--- config.mk ---
export PLATFORM = sky130hd
export DESIGN_NAME = nested_tlv_validator
export DESIGN_NICKNAME = d
export VERILOG_FILES = /design/src/rtl/core/ntlv_pkg.sv /design/src/rtl/core/nested_tlv_validator.sv
export VERILOG_INCLUDE_DIRS = /design/src /design/src/rtl/core
export SDC_FILE = /design/constraint.sdc
export NUM_CORES = 1
export LEC_CHECK = 0
export BUFFER_PORTS_ARGS = -buffer_cell sky130_fd_sc_hd__buf_2
export CORE_ASPECT_RATIO = 1.25
export CORE_MARGIN = 2
export CORE_UTILIZATION = 35
export DETAILED_ROUTE_END_ITERATION = 7
export PLACE_DENSITY = 0.62
export SLEW_MARGIN = 10
export SYNTH_ARGS = -nofsm -noshare
export SYNTH_HDL_FRONTEND = slang
export SYNTH_SLANG_ARGS = --single-unit
--- constraint.sdc ---
create_clock -name i_clk -period 12.4 [get_ports i_clk]
set_input_delay 1.24 -clock i_clk [delete_from_list [all_inputs] [get_ports i_clk]]
set_output_delay 1.24 -clock i_clk [all_outputs]
set_load 0.02 [all_outputs]
--- src/rtl/core/assert_macros.svh ---
// assertion macros for the rtl of the nested tlv validator
// no dependencies; included by files that carry concurrent checks
`ifndef ASSERT_MACROS_SVH
`define ASSERT_MACROS_SVH

// same-cycle implication, disabled while reset is asserted
`define CHK_IMPLY(label, clk, rst_n, ante, cons, msg) \
    label: assert property (@(posedge clk) disable iff (!rst_n) (ante) |-> (cons)) \
        else $error(msg);

// next-cycle implication, disabled while reset is asserted
`define CHK_NEXT(label, clk, rst_n, ante, cons, msg) \
    label: assert property (@(posedge clk) disable iff (!rst_n) (ante) |=> (cons)) \
        else $error(msg);

`endif

--- src/rtl/core/ntlv_pkg.sv ---
// types and constants of the nested tlv validator
// no dependencies; imported by nested_tlv_validator and its bench
package ntlv_pkg;

    localparam int unsigned OFS_W     = 16;
    localparam int unsigned BUDGET_W  = 32;
    localparam int unsigned CNT_OUT_W = 7;
    localparam int unsigned STATUS_W  = 3;

    // header costs and limits
    localparam logic [BUDGET_W-1:0] HDR_COST   = 32'd4;
    localparam logic [OFS_W-1:0]    HDR_BYTES  = 16'd3;
    localparam int unsigned         NEST_BIT   = 7;

    localparam logic MODE_START = 1'b0;
    localparam logic MODE_DATA  = 1'b1;

    typedef enum logic [STATUS_W-1:0] {
        ST_OK      = 3'd0,
        ST_SHORT   = 3'd1,
        ST_OVERRUN = 3'd2,
        ST_NESTING = 3'd3,
        ST_VALUE   = 3'd4
    } t_status;

    typedef enum logic [1:0] {
        PH_TYPE   = 2'd0,
        PH_LEN_LO = 2'd1,
        PH_LEN_HI = 2'd2,
        PH_SKIP   = 2'd3
    } t_phase;

endpackage

--- src/rtl/core/nested_tlv_validator.sv ---
// nested tlv validator: request register, single-pass parser, result register
// depends on ntlv_pkg and assert_macros.svh
//
// Usage
//   Input channel (i_in_valid / o_in_stall): a request with i_mode = 0 opens a
//   message of i_message_length bytes with a work budget of i_budget_in; a
//   request with i_mode = 1 carries one message byte in i_data_byte.
//   Output channel (o_out_valid / i_out_stall): at most one result per message,
//   either the first error found or ok once the outermost level is complete.
//   Bytes after a verdict and before the next start are dropped with no result.
//   A request that ends a message gives its result in the result register,
//   after the request register. Throughput: one request per cycle while the
//   result drains, since the whole header and level-close work for a byte fits
//   in one pass between the two registers; the level ends are compared in parallel.
//   When the receiver stalls, the result register holds; any request then
//   waits in the request register and o_in_stall rises until the result drains.
//   Reset (synchronous, active low) empties both registers and returns the
//   parser to idle; the level end table is written before it is read and
//   needs no reset.
module nested_tlv_validator
    import ntlv_pkg::*;
#(
    parameter int unsigned MAX_NEST     = 4,
    parameter int unsigned MAX_ELEMENTS = 64
) (
    input  logic                 i_clk,
    input  logic                 i_rst_n,
    input  logic                 i_in_valid,
    output logic                 o_in_stall,
    input  logic                 i_mode,
    input  logic [OFS_W-1:0]     i_message_length,
    input  logic [BUDGET_W-1:0]  i_budget_in,
    input  logic [7:0]           i_data_byte,
    output logic                 o_out_valid,
    input  logic                 i_out_stall,
    output logic [STATUS_W-1:0]  o_status,
    output logic [BUDGET_W-1:0]  o_remaining_budget,
    output logic [CNT_OUT_W-1:0] o_element_count
);
    `include "assert_macros.svh"

    localparam int unsigned LW = (MAX_NEST > 1) ? $clog2(MAX_NEST) : 1;
    localparam int unsigned CW = $clog2(MAX_ELEMENTS + 1);

    // request register
    logic                r_in_valid;
    logic                r_in_mode;
    logic [OFS_W-1:0]    r_in_len;
    logic [BUDGET_W-1:0] r_in_budget;
    logic [7:0]          r_in_byte;

    // parser state
    logic [OFS_W-1:0]    r_offset,  n_offset;
    logic [LW-1:0]       r_level,   n_level;
    t_phase              r_phase,   n_phase;
    logic [7:0]          r_type,    n_type;
    logic [OFS_W-1:0]    r_len,     n_len;
    logic [CW-1:0]       r_count,   n_count;
    logic [BUDGET_W-1:0] r_budget,  n_budget;
    logic                r_active,  n_active;
    logic [OFS_W-1:0]    r_ends [MAX_NEST];

    // result register
    logic                r_out_valid;
    t_status             r_out_status;
    logic [BUDGET_W-1:0] r_out_budget;
    logic [CW-1:0]       r_out_count;

    logic                fire;
    logic                end_we;
    logic [LW-1:0]       end_idx;
    logic [OFS_W-1:0]    end_data;
    logic                do_settle;
    logic [OFS_W-1:0]    s_offset;
    logic [LW-1:0]       s_level;
    logic [BUDGET_W-1:0] s_budget;
    logic [OFS_W-1:0]    s_ends [MAX_NEST];
    logic [MAX_NEST-1:0] lvl_eq;
    logic [MAX_NEST-1:0] lvl_short;
    logic                sel_found;
    logic [LW-1:0]       sel_level;
    logic                sel_short;
    logic                v_valid;
    t_status             v_status;
    logic [CW+CNT_OUT_W-1:0] cnt_ext;

    // a request is processed once the result register is free or draining
    assign fire       = r_in_valid && (!r_out_valid || !i_out_stall);
    assign o_in_stall = r_in_valid && !fire;

    always_ff @(posedge i_clk) begin
        if (!i_rst_n) begin
            r_in_valid <= 1'b0;
        end else if (!o_in_stall) begin
            r_in_valid <= i_in_valid;
        end
    end

    always_ff @(posedge i_clk) begin
        if (i_in_valid && !o_in_stall) begin
            r_in_mode   <= i_mode;
            r_in_len    <= i_message_length;
            r_in_budget <= i_budget_in;
            r_in_byte   <= i_data_byte;
        end
    end

    // byte / start handling, followed by level close and header checks
    always_comb begin
        logic [OFS_W-1:0] off1;
        logic [OFS_W-1:0] full_len;
        logic [OFS_W-1:0] cur_end;
        logic [LW:0]      lv_p1;

        off1      = r_offset + OFS_W'(1);
        full_len  = {r_in_byte, r_len[7:0]};
        cur_end   = r_ends[r_level];
        lv_p1     = {1'b0, r_level} + (LW+1)'(1);

        n_offset  = r_offset;
        n_level   = r_level;
        n_phase   = r_phase;
        n_type    = r_type;
        n_len     = r_len;
        n_count   = r_count;
        n_active  = r_active;
        end_we    = 1'b0;
        end_idx   = r_level;
        end_data  = r_in_len;
        do_settle = 1'b0;
        s_budget  = r_budget;
        v_valid   = 1'b0;
        v_status  = ST_OK;

        if (fire) begin
            if (r_in_mode == MODE_START) begin
                n_offset  = '0;
                n_level   = '0;
                n_phase   = PH_TYPE;
                n_type    = '0;
                n_len     = '0;
                n_count   = '0;
                n_active  = 1'b1;
                s_budget  = r_in_budget;
                end_we    = 1'b1;
                end_idx   = '0;
                end_data  = r_in_len;
                do_settle = 1'b1;
            end else if (r_active) begin
                unique case (r_phase)
                    PH_TYPE: begin
                        n_type   = r_in_byte;
                        n_offset = off1;
                        n_phase  = PH_LEN_LO;
                    end
                    PH_LEN_LO: begin
                        n_len    = {8'd0, r_in_byte};
                        n_offset = off1;
                        n_phase  = PH_LEN_HI;
                    end
                    PH_LEN_HI: begin
                        n_len    = full_len;
                        n_offset = off1;
                        if (off1 > cur_end || full_len > (cur_end - off1)) begin
                            v_valid  = 1'b1;
                            v_status = ST_OVERRUN;
                        end else begin
                            n_count = r_count + CW'(1);
                            n_phase = PH_TYPE;
                            if (r_type[NEST_BIT]) begin
                                if (lv_p1 >= (LW+1)'(MAX_NEST) || full_len == '0) begin
                                    v_valid  = 1'b1;
                                    v_status = ST_NESTING;
                                end else begin
                                    n_level   = lv_p1[LW-1:0];
                                    end_we    = 1'b1;
                                    end_idx   = lv_p1[LW-1:0];
                                    end_data  = off1 + full_len;
                                    do_settle = 1'b1;
                                end
                            end else if (r_budget < BUDGET_W'(full_len)) begin
                                v_valid  = 1'b1;
                                v_status = ST_VALUE;
                            end else begin
                                s_budget = r_budget - BUDGET_W'(full_len);
                                if (full_len != '0) begin
                                    n_phase = PH_SKIP;
                                end else begin
                                    do_settle = 1'b1;
                                end
                            end
                        end
                    end
                    PH_SKIP: begin
                        n_offset = off1;
                        if (r_len != '0) begin
                            n_len = r_len - OFS_W'(1);
                        end
                        if (n_len == '0) begin
                            n_phase   = PH_TYPE;
                            do_settle = 1'b1;
                        end
                    end
                    default: begin
                        n_phase = PH_TYPE;
                    end
                endcase
            end
        end

        s_offset = n_offset;
        s_level  = n_level;
        n_budget = s_budget;

        // per-level compares against the updated end table
        for (int l = 0; l < MAX_NEST; l++) begin
            s_ends[l]    = (end_we && end_idx == LW'(l)) ? end_data : r_ends[l];
            lvl_eq[l]    = (s_offset == s_ends[l]);
            lvl_short[l] = (s_offset > s_ends[l]) || ((s_ends[l] - s_offset) < HDR_BYTES);
        end

        // closing walks down from the open level until an end is not reached
        sel_found = 1'b0;
        sel_level = '0;
        sel_short = 1'b0;
        for (int l = MAX_NEST - 1; l >= 0; l--) begin
            if (LW'(l) <= s_level && !sel_found && !lvl_eq[l]) begin
                sel_found = 1'b1;
                sel_level = LW'(l);
                sel_short = lvl_short[l];
            end
        end

        if (do_settle) begin
            if (!sel_found) begin
                v_valid  = 1'b1;
                v_status = ST_OK;
                n_level  = '0;
            end else if (s_budget < HDR_COST || sel_short ||
                         n_count >= CW'(MAX_ELEMENTS)) begin
                v_valid  = 1'b1;
                v_status = ST_SHORT;
                n_level  = sel_level;
            end else begin
                n_budget = s_budget - HDR_COST;
                n_level  = sel_level;
            end
        end

        if (v_valid) begin
            n_active = 1'b0;
            n_phase  = PH_TYPE;
        end
    end

    always_ff @(posedge i_clk) begin
        if (!i_rst_n) begin
            r_offset <= '0;
            r_level  <= '0;
            r_phase  <= PH_TYPE;
            r_type   <= '0;
            r_len    <= '0;
            r_count  <= '0;
            r_budget <= '0;
            r_active <= 1'b0;
        end else begin
            r_offset <= n_offset;
            r_level  <= n_level;
            r_phase  <= n_phase;
            r_type   <= n_type;
            r_len    <= n_len;
            r_count  <= n_count;
            r_budget <= n_budget;
            r_active <= n_active;
        end
    end

    always_ff @(posedge i_clk) begin
        if (end_we) begin
            r_ends[end_idx] <= end_data;
        end
    end

    always_ff @(posedge i_clk) begin
        if (!i_rst_n) begin
            r_out_valid <= 1'b0;
        end else if (fire && v_valid) begin
            r_out_valid <= 1'b1;
        end else if (!i_out_stall) begin
            r_out_valid <= 1'b0;
        end
    end

    always_ff @(posedge i_clk) begin
        if (fire && v_valid) begin
            r_out_status <= v_status;
            r_out_budget <= s_budget;
            r_out_count  <= n_count;
        end
    end

    assign cnt_ext            = {{CNT_OUT_W{1'b0}}, r_out_count};
    assign o_out_valid        = r_out_valid;
    assign o_status           = r_out_status;
    assign o_remaining_budget = r_out_budget;
    assign o_element_count    = cnt_ext[CNT_OUT_W-1:0];

    `CHK_IMPLY(a_idle_phase, i_clk, i_rst_n, !r_active, r_phase == PH_TYPE, "idle parser left mid-header")
    `CHK_IMPLY(a_skip_len, i_clk, i_rst_n, r_active && r_phase == PH_SKIP, r_len != '0, "value skip with zero bytes left")
    `CHK_IMPLY(a_count_cap, i_clk, i_rst_n, 1'b1, r_count <= CW'(MAX_ELEMENTS), "element count above limit")
    `CHK_NEXT(a_verdict_out, i_clk, i_rst_n, fire && v_valid, r_out_valid && !r_active, "verdict not registered")
    `CHK_IMPLY(a_stall_full, i_clk, i_rst_n, o_in_stall, r_in_valid && r_out_valid && i_out_stall, "stall without a full pipeline")

endmodule

==> implementation parameters <==
Parameter                              Value

Clock tree
  TritonCTS clock tree    built
  Depth of the CTS H-tree    1
  Post-CTS Repair Setup Buffers    0
  Total number of clock tree sinks    between 200 and 250
  Largest buffer count on any clock path    3
  Clock latency reported for the late side of the worst-skew pair    around 0.6 ns
  Clock root buffer    sky130_fd_sc_hd__clkbuf_16
  Clock buffers created by TritonCTS    29
  Clock-pin slew on the worst setup and hold paths    0.06 ns

Setup path
  Endpoint type of the worst setup path    register
  CP max stage cell    sky130_fd_sc_hd__dfxtp_1
  Worst-path fanout max    32
  Worst Setup Start Kind    register
  Arrival time at the worst endpoint    ~12 ns
  Worst path bufs/invs    5
  Delay contributed by the slowest stage of the critical path    0.70 ns
  Flop2flop setup slack    0.80 ns
  Startpoint-to-endpoint class of the critical path    reg -> reg
  Cell family with most CP delay    compound AO/OA/AOI/OAI gates
  Most used cell, CP    sky130_fd_sc_hd__a21oi_1
  Required time at the endpoint of the critical path    12.65 ns

Drt
  Length of routed met2 wiring    33100 µm
  First-iteration detailed-routing DRC count    1428
  WL per Instance    around 24 µm
  Residual DRC    0
  Uppermost layer routed    met4
  Total number of vias    17300
  Ratio of routed vias to standard cells    6.02
  Detailed-router iteration count before antenna repair    6
  Total detailed-routing wirelength    67400 µm
  Remaining antenna violation count after routing    0
  Metal-1 WL    25500 µm
  Met3 routed WL    4260 µm

Power and ir drop
  Power density relative to cell area    105 mW/mm²
  Comb pwr share    15.4%
  Peak supply drop    106 µV
  Switching part of the total    27.9%
  Reg power frac    about two fifths
  Clock share of power    42.6%
  Leak Pwr    just over 8 nW
  Design internal power    1.56 mW
  Switching power    around 0.60 mW
  Total chip power    2.16 mW

Placement
  Placement Cell Area    0.0196 mm²
  Number of input and output port buffers inserted    104
  Cell total after placement    2813
  Final weighted congestion of routability-driven global placement    1.04
  HPWL after detailed placement    between 50000 and 60000 µm

STA
  Sum of negative setup slack    0 ns
  Minimum period implied by the final worst setup slack    approximately 12 ns
  Slew HR    between 10% and 20%
  Worst Tran Pin Value    1.29 ns
  Number of pins with negative max-slew slack in the final report    0
  Final number of hold-violating endpoints    0
  Total setup violations reported at the end of the flow    0
  Worst setup skew after layout    about 0.045 ns
  Peak clock frequency supported by timing    between 80 and 90 MHz
  Share of the clock period used by the worst path after layout    93.5%
  Unrepaired setup endpoints after global routing    false

Floorplan
  Floorplan core area    0.0515 mm²
  Full die area    0.0540 mm²
  Starting density of the core    35.4%
  IO Pins    ~110
  Vertical extent of the die    259 µm
  Die Wd    208 µm
  # rows    between 90 and 100

Finish
  Cell area after layout    0.0206 mm²
  Most frequent cells in the layout    sky130_fd_sc_hd__nand2_1, sky130_fd_sc_hd__nor2_1, sky130_fd_sc_hd__edfxtp_1
  Area of the multi-input gates    ~0.011 mm²
  Non-filler cells in the finished layout    2865
  Number of fill cells    ~5100
  Syn-to-layout area delta    13.1%
  Proportion of layout cells with a drive suffix above 1    roughly 12%
  Final #Nets    approximately 2400
  Diode insertion count for antenna repair    0
  Most common cell after layout, fill and taps aside    sky130_fd_sc_hd__nand2_1
  Sequential Area    0.00648 mm²

GRT
  Total global routing track utilization    24.3%
  Number of antenna violations at the first check in global routing    0
  Maximum number of pins on one net before global-route repair    66
  Remaining global-route overflow    0
  Number of global-route vias before repair    around 17000
  Global-route wire length before repair    101000 µm

Synth
  Dominant combinational cell family by area after synthesis    compound AO/OA/AOI/OAI gates
  Post-synthesis cell type count    99
  Post-synthesis sequential area ratio    35.5%
  Fraction of post-synthesis cell area in the top cell type by area    26.8%
  Synthesized Nets    2283
  Mean post-synth cell area    8.76 µm²
  Cells after Synth    2083
  Post-synthesis share of cell area spent on xor and xnor gates    roughly 3.5%
  Area share of fa/ha/maj cells after synthesis    9.82%
  Mux share of post-synthesis cell area    3.54%
  EDFF count, synth    163
  Netlist Area Pre-Place    0.0183 mm²
  Share of synthesized cell area in and, or, nand and nor gates    21.5%
  Dominant cell type by area after synthesis    sky130_fd_sc_hd__edfxtp_1
  Ys flop type    sky130_fd_sc_hd__edfxtp_1
  Total of warnings raised by yosys    0
  Largest cells by area after synthesis    sky130_fd_sc_hd__edfxtp_1, sky130_fd_sc_hd__ha_1, sky130_fd_sc_hd__dfxtp_1, sky130_fd_sc_hd__nand2_1, sky130_fd_sc_hd__a21oi_1
  Synthesis-stage register bit count    between 200 and 250
  Synth Area in Compound Gates    approximately 22%
  Async set-or-reset flop fraction in the synthesized netlist    0%

Job
  Number of max-cap violations    0

Status
  Result of the run    complete, no violations

Hold path
  Hold/Removal Path Class    reg -> reg
[synthesized netlist by cell type, types with 17 or more instances]
cell type and count:
sky130_fd_sc_hd__a21oi_1 162, sky130_fd_sc_hd__a21o_1 33, sky130_fd_sc_hd__o31ai_1 17, sky130_fd_sc_hd__and3_1 27, sky130_fd_sc_hd__inv_1 123, sky130_fd_sc_hd__edfxtp_1 163
sky130_fd_sc_hd__nand4_1 32, sky130_fd_sc_hd__o21ai_0 147, sky130_fd_sc_hd__xor2_1 34, sky130_fd_sc_hd__nand2b_1 38, sky130_fd_sc_hd__or4_1 17, sky130_fd_sc_hd__nand3_1 49
sky130_fd_sc_hd__nand2_1 225, sky130_fd_sc_hd__o211ai_1 20, sky130_fd_sc_hd__nor3_1 70, sky130_fd_sc_hd__xnor2_1 38, sky130_fd_sc_hd__clkbuf_1 72, sky130_fd_sc_hd__nor4_1 23
sky130_fd_sc_hd__a31oi_1 21, sky130_fd_sc_hd__dfxtp_1 79, sky130_fd_sc_hd__a211oi_1 27, sky130_fd_sc_hd__nor2_1 179, sky130_fd_sc_hd__ha_1 132, sky130_fd_sc_hd__mux2i_1 23
sky130_fd_sc_hd__or3_1 33
[path summary, 6_finish.rpt]
kind               from                     to  depth (start not counted)
max reg2reg  r_level[0]  o_remaining_budget[9]                         41
min           r_len[14]              r_len[14]                          2
max          r_level[0]  o_remaining_budget[9]                         41
min reg2reg   r_len[14]              r_len[14]                          2
[per-layer routing]
layer / track usage, % / up-vias
li1: - / 8013
met1: 27.8 / 8285
met2: 43.5 / 764
met3: 2.77 / 192
met4: 15.2 / 0
met5: 0 / -
[sequential cells by signal, indices dropped and copies added, names as in the netlist, 2 cells and up]
register and cells:
r_len 16, r_in_budget 32, r_offset 16, o_element_count 7, r_in_byte 8, o_status 3
r_budget 32, r_ends 64, r_count 7, r_phase 2, r_in_len 16, r_level 2
o_remaining_budget 32
[through the flow]
stage	hold slack [ns]	setup WS, ns	util, %
after CTS	0.543	0.678	40.0
after global placement	0.518	0.970	38.1
final	0.545	0.803	40.0
after global routing	0.571	0.132	40.0
after floorplan	0.495	2.01	-
after detailed placement	0.528	0.759	38.1
[power by group through the flow]
stage | clock [mW] | combinational (mW) | sequential (mW)
6_report | 0.922 | 0.333 | 0.910
5_1_grt | 0.962 | 0.362 | 0.911
4_1_cts | 0.934 | 0.327 | 0.910
3_5_place_dp | 0 | 0.325 | 0.926
3_3_place_gp | 0 | 0.320 | 0.927
2_1_floorplan | 0 | 0.230 | 0.916
[kinds of logic after synthesis]
family	after synthesis
xor gates and xnor gates	72
and+or+nand+nor	778
adders and majority gates	139
muxes	44
DFF	242
AOI/OAI and AO/OA	605
buffers and inverters	203
[cell type report]
type | count | share of cell area, %
Timing Repair Buffer | 145 | 4.07
Multi-Input combinational cell | 1638 | 53.4
Sequential cell | 242 | 31.4
Clock inverter | 15 | 1.00
Clock buffer | 37 | 3.91
Tap cell | 665 | 4.03
Inverter | 123 | 2.24
[what timing repair did]
action,CTS,global route
endpoints found under the setup margin,0,32
endpoints found under the hold margin,0,0
gates resized for setup,0,2
hold buffers,0,0
[worst reg2reg max path: cells and delay by family (launching register included)]
family	cells	cell delay, ns
AOI/OAI and AO/OA	20	5.01
xor gates and xnor gates	1	0.10
adders and majority gates	3	1.16
buffers and inverters	5	1.29
DFF	1	0.70
muxes	1	0.54
and+or+nand+nor	11	2.45
No activity file was read; power rests on OpenSTA's default activity.
